<file path="src/sv/lsps_pkg.sv">
// ----------------------------------------------------------------------------
// lsps_pkg
// shared constants and types for the longest simple path search unit
// ----------------------------------------------------------------------------
package lsps_pkg;

  localparam int unsigned MaxVertices = 16;
  localparam int unsigned VtxW        = $clog2(MaxVertices);
  localparam int unsigned CntW        = $clog2(MaxVertices + 1);

  typedef logic [VtxW-1:0] vtx_t;
  typedef logic [CntW-1:0] cnt_t;
  typedef logic [MaxVertices-1:0] row_t;

  localparam logic OpWrite = 1'b0;
  localparam logic OpQuery = 1'b1;

  localparam logic [0:0] RegVertexCount = 1'b0;

endpackage

</file>
<file path="src/sv/longest_simple_path_search_unit.sv">
// ----------------------------------------------------------------------------
// longest_simple_path_search_unit
// exhaustive backtracking search for the longest simple path in a small graph
// ----------------------------------------------------------------------------
// adjacency write: row read, then row write; no result
// query: a push runs stack write, stack read, row read, scan; a pop runs stack
//   read, row read, scan; new best: read, write per entry; exponential at worst
// per result: read, emit; one item at a time, the last result may still wait
// async active-low reset: vertex_count 16, adjacency cleared via row valid bits
module longest_simple_path_search_unit
  import lsps_pkg::*;
(
  input  logic        clk_i,
  input  logic        rst_ni,
  input  logic        s_axis_tvalid_i,
  output logic        s_axis_tready_o,
  // tdata: op[0], from_vertex[4:1], to_vertex[8:5], edge_present[9]
  input  logic [15:0] s_axis_tdata_i,
  output logic        m_axis_tvalid_o,
  input  logic        m_axis_tready_i,
  // tdata: vertex[3:0], found[4]
  output logic [7:0]  m_axis_tdata_o,
  output logic        m_axis_tlast_o,
  input  logic        psel,
  input  logic        penable,
  input  logic        pwrite,
  input  logic [2:0]  paddr,
  input  logic [31:0] pwdata,
  output logic [31:0] prdata,
  output logic        pready
);

  typedef enum logic [3:0] {
    S_IDLE, S_WR, S_PUSH, S_READ, S_ROW, S_SCAN, S_COPY_RD, S_COPY_WR, S_OUT_RD, S_OUT,
    S_NONE
  } state_e;

  state_e state_q;
  logic [4:0] vcount_q;
  row_t adj_mem [MaxVertices];
  row_t adj_valid_q;
  row_t visited_q;
  vtx_t path_mem [MaxVertices];
  cnt_t cur_mem  [MaxVertices];
  vtx_t best_mem [MaxVertices];
  cnt_t depth_q, best_len_q, idx_q, n_q;
  vtx_t dest_q, wv_q;
  vtx_t wr_row_q, wr_col_q;
  logic wr_bit_q;
  vtx_t path_rd_q, best_rd_q;
  cnt_t cur_rd_q;
  row_t row_rd_q;
  logic rv_q;
  logic [3:0] out_v_q;
  logic out_f_q, out_l_q, out_valid_q;

  logic in_xfer, out_xfer, cfg_wr;
  logic       in_op, in_ep;
  vtx_t       in_from, in_to;
  assign in_op   = s_axis_tdata_i[0];
  assign in_from = s_axis_tdata_i[4:1];
  assign in_to   = s_axis_tdata_i[8:5];
  assign in_ep   = s_axis_tdata_i[9];
  assign in_xfer  = s_axis_tvalid_i & s_axis_tready_o;
  assign out_xfer = out_valid_q & m_axis_tready_i;
  assign s_axis_tready_o = (state_q == S_IDLE);
  assign cfg_wr = psel & penable & pwrite & pready;
  assign pready = 1'b1;
  assign prdata = (paddr[2] == RegVertexCount) ? {27'd0, vcount_q} : 32'd0;
  assign m_axis_tvalid_o = out_valid_q;
  assign m_axis_tdata_o  = {3'd0, out_f_q, out_v_q};
  assign m_axis_tlast_o  = out_l_q;

  // scan: first candidate neighbor at or above cursor
  row_t row_eff, cand;
  logic [CntW:0] nlim;
  logic hit;
  vtx_t hit_w;
  always_comb begin
    row_eff = rv_q ? row_rd_q : '0;
    cand = '0;
    hit = 1'b0;
    hit_w = '0;
    for (int i = 0; i < MaxVertices; i++) begin
      cand[i] = row_eff[i] & ~visited_q[i] & (CntW'(i) >= cur_rd_q) & (CntW'(i) < n_q)
                & (VtxW'(i) != path_rd_q);
    end
    for (int i = MaxVertices - 1; i >= 0; i--) begin
      if (cand[i]) begin
        hit = 1'b1;
        hit_w = VtxW'(i);
      end
    end
    nlim = {1'b0, depth_q};
  end

  logic [4:0] n_act;
  assign n_act = (vcount_q > 5'(MaxVertices)) ? 5'(MaxVertices) : vcount_q;

  // memories
  logic adj_we;
  vtx_t adj_row_addr;
  row_t adj_wdata;
  always_comb begin
    adj_wdata = row_eff;
    adj_wdata[wr_col_q] = wr_bit_q;
  end
  assign adj_we = (state_q == S_WR);
  assign adj_row_addr = (state_q == S_IDLE) ? in_from : path_rd_q;

  always_ff @(posedge clk_i) begin
    if (adj_we) adj_mem[wr_row_q] <= adj_wdata;
    row_rd_q <= adj_mem[adj_row_addr];
  end

  logic path_we, cur_we;
  vtx_t path_waddr, cur_waddr, path_raddr;
  vtx_t path_wdata;
  cnt_t cur_wdata;
  logic best_we;
  vtx_t best_raddr;

  always_ff @(posedge clk_i) begin
    if (path_we) path_mem[path_waddr] <= path_wdata;
    if (cur_we) cur_mem[cur_waddr] <= cur_wdata;
    if (best_we) best_mem[idx_q[VtxW-1:0]] <= path_rd_q;
    path_rd_q <= path_mem[path_raddr];
    cur_rd_q  <= cur_mem[path_raddr];
    best_rd_q <= best_mem[best_raddr];
  end

  cnt_t top;
  assign top = depth_q - 1'b1;

  always_comb begin
    path_we = 1'b0; path_waddr = depth_q[VtxW-1:0]; path_wdata = wv_q;
    cur_we = 1'b0; cur_waddr = depth_q[VtxW-1:0]; cur_wdata = '0;
    path_raddr = top[VtxW-1:0];
    best_we = (state_q == S_COPY_WR);
    best_raddr = idx_q[VtxW-1:0];
    unique case (state_q)
      S_PUSH: begin
        path_we = 1'b1;
        cur_we = 1'b1;
        cur_wdata = (wv_q == dest_q) ? CntW'(MaxVertices) : '0;
      end
      S_SCAN: begin
        if (hit && nlim < MaxVertices) begin
          cur_we = 1'b1;
          cur_waddr = top[VtxW-1:0];
          cur_wdata = CntW'(hit_w) + 1'b1;
        end
      end
      S_COPY_RD: path_raddr = idx_q[VtxW-1:0];
      default: ;
    endcase
  end

  always_ff @(posedge clk_i or negedge rst_ni) begin
    if (!rst_ni) begin
      state_q <= S_IDLE;
      vcount_q <= 5'd16;
      adj_valid_q <= '0;
      visited_q <= '0;
      depth_q <= '0;
      best_len_q <= '0;
      idx_q <= '0;
      n_q <= '0;
      dest_q <= '0;
      wv_q <= '0;
      wr_row_q <= '0;
      wr_col_q <= '0;
      wr_bit_q <= 1'b0;
      rv_q <= 1'b0;
      out_valid_q <= 1'b0;
      out_v_q <= '0;
      out_f_q <= 1'b0;
      out_l_q <= 1'b0;
    end else begin
      if (cfg_wr && paddr[2] == RegVertexCount) vcount_q <= pwdata[4:0];
      if (adj_we) adj_valid_q[wr_row_q] <= 1'b1;
      if (out_xfer) out_valid_q <= 1'b0;
      rv_q <= adj_valid_q[adj_row_addr];
      unique case (state_q)
        S_IDLE: begin
          if (in_xfer) begin
            if (in_op == OpQuery) begin
              n_q <= n_act;
              dest_q <= in_to;
              wv_q <= in_from;
              visited_q <= '0;
              depth_q <= '0;
              best_len_q <= '0;
              if ({1'b0, in_from} >= n_act || {1'b0, in_to} >= n_act) state_q <= S_NONE;
              else state_q <= S_PUSH;
            end else begin
              wr_row_q <= in_from;
              wr_col_q <= in_to;
              wr_bit_q <= in_ep;
              state_q <= S_WR;
            end
          end
        end
        S_WR: state_q <= S_IDLE;
        S_PUSH: begin
          visited_q[wv_q] <= 1'b1;
          depth_q <= depth_q + 1'b1;
          if (wv_q == dest_q && depth_q + 1'b1 > best_len_q) begin
            best_len_q <= depth_q + 1'b1;
            idx_q <= '0;
            state_q <= S_COPY_RD;
          end else begin
            state_q <= S_READ;
          end
        end
        S_COPY_RD: state_q <= S_COPY_WR;
        S_COPY_WR: begin
          if (idx_q + 1'b1 == depth_q) state_q <= S_READ;
          else begin
            idx_q <= idx_q + 1'b1;
            state_q <= S_COPY_RD;
          end
        end
        S_READ: begin
          if (depth_q == '0) begin
            idx_q <= '0;
            state_q <= (best_len_q == '0) ? S_NONE : S_OUT_RD;
          end else begin
            state_q <= S_ROW;
          end
        end
        S_ROW: state_q <= S_SCAN;
        S_SCAN: begin
          if (hit && nlim < MaxVertices) begin
            wv_q <= hit_w;
            state_q <= S_PUSH;
          end else begin
            visited_q[path_rd_q] <= 1'b0;
            depth_q <= depth_q - 1'b1;
            state_q <= S_READ;
          end
        end
        S_OUT_RD: if (!out_valid_q || out_xfer) state_q <= S_OUT;
        S_OUT: begin
          out_valid_q <= 1'b1;
          out_v_q <= best_rd_q;
          out_f_q <= 1'b1;
          out_l_q <= (idx_q + 1'b1 == best_len_q);
          if (idx_q + 1'b1 == best_len_q) state_q <= S_IDLE;
          else begin
            idx_q <= idx_q + 1'b1;
            state_q <= S_OUT_RD;
          end
        end
        S_NONE: begin
          if (!out_valid_q || out_xfer) begin
            out_valid_q <= 1'b1;
            out_v_q <= '0;
            out_f_q <= 1'b0;
            out_l_q <= 1'b1;
            state_q <= S_IDLE;
          end
        end
        default: state_q <= S_IDLE;
      endcase
    end
  end

endmodule

</file>
<file path="config.mk">
export PLATFORM = sky130hd
export DESIGN_NAME = longest_simple_path_search_unit
export DESIGN_NICKNAME = d
export VERILOG_FILES = /design/src/sv/lsps_pkg.sv /design/src/sv/longest_simple_path_search_unit.sv
export SDC_FILE = /design/constraint.sdc
export NUM_CORES = 1
export LEC_CHECK = 0
export ABC_CLOCK_PERIOD_IN_PS = 5100
export BUFFER_PORTS_ARGS = -buffer_cell sky130_fd_sc_hd__buf_2
export CAP_MARGIN = 20
export CORE_MARGIN = 4
export CORE_UTILIZATION = 43
export CTS_CLUSTER_DIAMETER = 100
export DETAILED_ROUTE_END_ITERATION = 8
export GPL_TIMING_DRIVEN = 0
export PLACE_DENSITY = 0.56
export SKIP_LAST_GASP = 1
export SYNTH_ARGS = -nofsm -noshare
export SYNTH_HDL_FRONTEND = slang
export SYNTH_SLANG_ARGS = --single-unit
</file>
<file path="constraint.sdc">
create_clock -name clk_i -period 5.1 [get_ports clk_i]
set_input_delay 0 -clock clk_i [delete_from_list [all_inputs] [get_ports clk_i]]
set_output_delay 0 -clock clk_i [all_outputs]
set_load 0.02 [all_outputs]
</file>
**Word-level counts from Yosys, hierarchy flattened**

Memories as Yosys holds them, arrays and structs flattened. A register that Yosys moved wholly into a read port is not among the register bits.
Index checks and enable logic that the tools add are counted.

- Add/subtract/negate cells: 4
- Order comparisons: 46
- Equality and inequality tests: 38
- Muxes and demuxes: 103
- Bitwise gates (word level): 90
- Reductions and logical operators: 27

Operators with widths:

| cell | count |
|---|---|
| 2-to-1 mux 4 bit | 30 |
| AND 1 bit | 68 |
| 2-to-1 mux 16 bit | 4 |
| 2-to-1 mux 5 bit | 12 |
| case mux 16 bit (3 select lines) | 1 |
| greater-or-equal comparator 4 x 5 -> 1 bit, first input constant | 8 |
| less-than comparator 4 x 5 -> 1 bit, first input constant | 8 |
| case mux 4 bit (10 select lines) | 1 |
| 2-to-1 mux 1 bit | 36 |
| inequality test 4 bit, first input constant | 8 |
| OR 16 bit | 2 |
| less-than comparator 4 x 5 -> 1 bit, second input constant | 5 |
| greater-or-equal comparator 3 x 5 -> 1 bit, first input constant | 4 |
| less-than comparator 3 x 5 -> 1 bit, first input constant | 4 |
| case mux 5 bit (2 select lines) | 2 |
| case mux 5 bit (4 select lines) | 1 |
| NOT 1 bit | 18 |
| AND 16 bit | 1 |
| bitwise mux 16 bit | 1 |
| demux 1 bit (select 4 bit) | 4 |
| == test 4 x 3 -> 1 bit, second input constant | 4 |
| greater-or-equal comparator 4 x 1 -> 1 bit, second input constant | 4 |
| inequality test 2 bit, second input constant | 8 |
| inequality test 3 x 4 -> 1 bit, first input constant | 4 |
| 38 further kinds | 70 |

- Register bits after elaboration: 86
- Bits in writable memories: 464
- Input bits: 58
- Output and inout bits: 44
- Word-level logic and storage cells: 330
- Memories: 4

Memories:

| memory | words | width | rd ports | clocked after memory_dff | write ports | RTL line | source |
|---|---|---|---|---|---|---|---|
| adj_mem | 16 | 16 | 1 | 1 | 1 | longest_simple_path_search_unit.sv:40 | `row_t adj_mem [MaxVertices];` |
| cur_mem | 16 | 5 | 1 | 1 | 1 | longest_simple_path_search_unit.sv:44 | `cnt_t cur_mem [MaxVertices];` |
| best_mem | 16 | 4 | 1 | 1 | 1 | longest_simple_path_search_unit.sv:45 | `vtx_t best_mem [MaxVertices];` |
| path_mem | 16 | 4 | 1 | 1 | 1 | longest_simple_path_search_unit.sv:43 | `vtx_t path_mem [MaxVertices];` |

**Logic depth before layout (Yosys ltp)**

- Word-level depth: 26
- Gate-level depth with buffers: 11
- Gate-level depth less buffers: 10

**Worst setup path after synthesis**

No wires, ideal clock.

- Path type: register to register
- Start point: register idx_q[0]
- End point: register idx_q[2]
- Library setup time: 125 ps
- Data arrival time: 3403 ps
- Required time: 4975 ps
- Slack: 1572 ps
- Stages on the path, launching flop included: 11
- Path buffers: 2
- Clock period less this slack: 3528 ps
- Cell sequence: dfrtp_1 > buf_1 > buf_1 > inv_1 > ha_1 > xnor2_1 > nand3_1 > o31a_1 > a311o_1 > o221ai_1 > mux2_2

- Longest elaborated chain between the ends: 4
- Elaborated cells on any way between the ends: 9
- Those cells by class: add/sub (1); eq/ne (4); mux (3); reduce/logical (1)

Ends and longest elaborated chain:

| item | RTL line | source |
|---|---|---|
| from (decl) | longest_simple_path_search_unit.sv:46 | `cnt_t depth_q, best_len_q, idx_q, n_q;` |
| from (signal assigned) | longest_simple_path_search_unit.sv:220 | `idx_q <= idx_q + 1'b1;` |
| from (signal assigned) | longest_simple_path_search_unit.sv:251 | `idx_q <= idx_q + 1'b1;` |
| adder 5 x 1 -> 5 bit (*) | n/a |  |
| == test 5 bit, on equally long branches | longest_simple_path_search_unit.sv:249, longest_simple_path_search_unit.sv:218 |  |
| inequality test 2 bit (no line) | n/a |  |
| AND reduction 5 bit (no line) | n/a |  |

Every way passes the cells marked *; elsewhere a longest branch is shown, timed or not. The select of a mux whose other input is x is not followed.
A chain may end at the register's enable or synchronous reset.

**Final worst setup path**

- Start point: register depth_q[0]
- End point: register cur_rd_q[1], read port of cur_mem

- Longest elaborated chain between the ends: 2

Ends and longest elaborated chain:

| item | RTL line | source |
|---|---|---|
| from (decl) | longest_simple_path_search_unit.sv:46 |  |
| from (signal assigned) | longest_simple_path_search_unit.sv:207 | `depth_q <= depth_q + 1'b1;` |
| from (signal assigned) | longest_simple_path_search_unit.sv:239 | `depth_q <= depth_q - 1'b1;` |
| subtractor 5 x 1 -> 5 bit | n/a |  |
| 2-to-1 mux 4 bit | longest_simple_path_search_unit.sv:141 | `unique case (state_q)` |
| to (decl) | longest_simple_path_search_unit.sv:51 | `cnt_t cur_rd_q;` |

No other way between the ends.

==> results.cfg <==
[run_status]
outcome = complete, no violations

[worst_setup_path]
worstRegToRegCells = 9
worst-path-stages = 9
critPathLaunch = depth_q[0]$_DFFE_PN0P_
delay_heaviest_family_cp = buffers and inverters
critical_path.n_buffers_inverters = 4
worstReg2RegStart = depth_q[0]$_DFFE_PN0P_
critPathCapture = cur_rd_q[1]$_DFF_P_
critPathSlowestCell = sky130_fd_sc_hd__clkbuf_1
crit-reg2reg-capture = cur_rd_q[1]$_DFF_P_
timing.critical_path.cells = clkbuf_1 -> clkinv_1 -> ha_1 -> a21oi_1 -> buf_4 -> clkbuf_1 -> mux4_2 -> mux2i_1 -> mux2i_1
setup.worst_path.end_class = flip-flop
max_stage_delay_ns = 0.59
worst-setup-path-type = flip-flop to flip-flop
critPathRequiredTime_ns = 5.59
regToRegSetupSlack_ns = 0.72
worstPathArrival_ns = 4.87
largest_fanout_of_any_net_on_the_critical_path = 11
critPathLaunchType = flip-flop

[sta]
setup_viol_count_final = 0
clock_skew_ns = 0.0412
fin_tns_setup_ns = 0
unrepaired_setup_endpoints_after_global_routing = no
drv_slew = 0
final_worst_slack_ns = 0.716
final_hold_viol_count = 0
slew_headroom_pct = 33.3
timing.final.crit_period_ns = 4.38
post_route_fraction_of_the_period_consumed_by_the_critical_path_pct = 86.0
max_freq_mhz = 228
max_slew.worst_pin.slew_ns = 0.994

[synthesis]
mappedNetlistArea_um2 = 25000
post_synth_mux_area_share_pct = 13.7
yosys_register_bits = 579
yosys.area_share.adder_pct = 1.15
postSynthCellCount = 1572
yosys.cell_types.count = 88
yosys_warnings = 0
synth-edff-count = 464
synth-compound-area-share_pct = 6.31
synthFlopType = sky130_fd_sc_hd__edfxtp_1
synth_area_per_cell_um2 = 15.9
asyncSetResetFlopFracSynth_pct = 14.9
synth_sequential_area_ratio_pct = 66.7
synth_simple_gate_area_share_pct = 8.35
synth_xor_xnor_area_share_pct = 0.841
synth_top_family_by_area = multiplexers

[clocking]
root_cell_of_the_clock_tree = sky130_fd_sc_hd__clkbuf_16
cts_max_path_buffers = 3
clk_latency_worst_skew_pair_ns = 0.63
cts_tree = done
post_cts_buffers = 0
cts.clk_slew.worst_paths_ns = 0.06
cts_sinks = 579
post_cts_resize_count = 0
numCtsBuffers = 59
clock_tree.htree_level_count = 2

[place]
io_buffer_count = 35
place.detailed.hpwl_um = 44000
gp_congestion = 0.881
post_placement_worst_setup_slack_ns = 0.591

[drt]
antenna_violating_nets_post_route = 0
routed_wl_um = 61500
drc = 0
avgRoutedWirePerCell_um = 23.8
drtPass1Iterations = 6
detailed_route_via_count = 14500
drtIter0Drc = 1295
post_drt_via_cell_ratio = 5.60

[die]
initial_utilization_pct = 43.4
dieWidth_um = 249
die_area_um2 = 62000
core_um2 = 57600
die-height_um = 249
rows = 88
io-pin-count = 102

[min_path]
class_of_the_tightest_hold_or_removal_check = input port to flip-flop

[global_routing]
gr_ovfl_total = 0
grt_first_pass_wirelength_um = 93600
largest_net_degree_at_the_start_of_global_routing = 45
grt_pass1_vias = 14900
initial_antenna_violation_count = 7
grt_usage_pct = 19.7

[finish]
final_layout_size_suffix_gt1_share_pct = 23.4
synthToLayoutAreaGrowth_pct = 16.5
finish.net_count = 1847

[power]
ir_drop_uv = 518
power_density_nw_per_um2 = 610
cellLeakagePower_nw = 10.0

[flow_run]
maxCapViolCount = 0
-- tightest hold or removal path, stage by stage --
cell,delay [ns]
sky130_fd_sc_hd__dlygate4sd3_1,0.52
sky130_fd_sc_hd__buf_2,0.15
sky130_fd_sc_hd__mux2_2,0.15
-- cell usage in the layout, fill, tap and decap left out, types with 31 or more instances in the layout --
cell,n
sky130_fd_sc_hd__buf_4,55
sky130_fd_sc_hd__o21ai_0,36
sky130_fd_sc_hd__a21oi_1,44
sky130_fd_sc_hd__nor2_1,42
sky130_fd_sc_hd__mux4_2,124
sky130_fd_sc_hd__edfxtp_1,464
sky130_fd_sc_hd__mux2i_1,40
sky130_fd_sc_hd__dfrtp_1,85
sky130_fd_sc_hd__conb_1,31
sky130_fd_sc_hd__clkbuf_16,59
sky130_fd_sc_hd__clkbuf_1,74
sky130_fd_sc_hd__nand2_1,104
sky130_fd_sc_hd__buf_2,45
-- what timing repair did --
| action | CTS | global route |
|---|---|---|
| hold buffers | 26 | 0 |
| hold endpoints to repair | 112 | 0 |
| setup endpoints to repair | 0 | 0 |
-- area by class of cell --
class	instances	area [um2]
antenna	2	5.00
buffer	119	629
clock buffer	76	1560
clock inverter	36	404
fill	4798	28500
inverter	24	90.1
multi-input combinational	879	7830
sequential	579	16700
tap	765	957
timing repair buffer	104	952
-- synth_stat cells (all sizes together), types with 23 or more instances --
cell type | number | area share [%]
edfxtp | 464 | 56
mux4 | 124 | 11
nand2 | 105 | 1.6
dfrtp | 85 | 8.5
buf | 60 | 1.6
clkbuf | 59 | 0.89
nor2 | 55 | 0.84
a21oi | 46 | 0.98
o21ai | 42 | 0.86
mux2i | 40 | 1.6
and2 | 29 | 0.73
dfxtp | 29 | 2.3
a31oi | 28 | 0.70
nor3 | 26 | 0.52
nand2b | 25 | 0.63
nand3 | 25 | 0.50
ha | 23 | 1.2
inv | 23 | 0.35
-- cell families after synthesis --
logic type / Yosys count
AOI/OAI and AO/OA: 229
xor gates and xnor gates: 24
adders and majority gates: 23
buffers and inverters: 143
DFF: 579
muxes: 185
other: 2
and+or+nand+nor: 387
-- sequential cells by signal (all words and copies together) (netlist names), 5 cells and up --
name         flops
visited_q       16
cur_mem         80
vcount_q         5
depth_q          5
best_len_q       5
path_mem        64
row_rd_q        16
n_q              5
cur_rd_q         5
idx_q            5
adj_mem        256
best_mem        64
adj_valid_q     16
-- worst min path at each step --
stage | slack, ns | to | from | depth (start not counted)
2_1_floorplan | -0.30 | adj_valid_q[0]$_DFFE_PN0P_ | rst_ni | 0
3_3_place_gp | 0.24 | vcount_q[3]$_DFFE_PN0P_ | pwdata[3] | 2
3_5_place_dp | 0.05 | out_v_q[3]$_DFFE_PN0P_ | rst_ni | 1
4_1_cts | 0.19 | dest_q[1]$_DFFE_PN0P_ | s_axis_tdata_i[6] | 4
5_1_grt | 0.22 | wr_bit_q$_DFFE_PN0P_ | s_axis_tdata_i[9] | 3
6_report | 0.23 | wr_bit_q$_DFFE_PN0P_ | s_axis_tdata_i[9] | 3
-- routing by layer --
| layer | GRT usage [%] | share of wire, % | vias to the layer above | routed length, um |
|---|---|---|---|---|
| met5 | 0 | 0.057 | - | 35 |
| met4 | 6.23 | 2.9 | 6 | 1760 |
| met1 | 26.3 | 42 | 7439 | 25800 |
| met2 | 33.4 | 50 | 397 | 30900 |
| li1 | - | - | 6549 | - |
| met3 | 3.27 | 4.8 | 87 | 2960 |
-- where the power goes --
part	total (mW)	switching, mW	internal (mW)	leakage [nW]
combinational	6.64	3.97	2.66	3.62
clock	4.34	1.82	2.53	0.951
sequential	6.76	0.571	6.19	5.47
-- stage by stage --
step	utilization [%]	hold WS, ns	instances	power [mW]	area [um2]
after floorplan	-	-0.296	1601	11.0	25100
after global placement	45.5	0.239	2401	13.2	26200
after detailed placement	46.6	0.0487	2440	13.5	26800
after CTS	50.5	0.194	2578	17.9	29100
after global routing	50.5	0.224	2584	18.7	29100
final	50.5	0.227	2584	17.7	29100
Power figures use the tool's default switching activity.
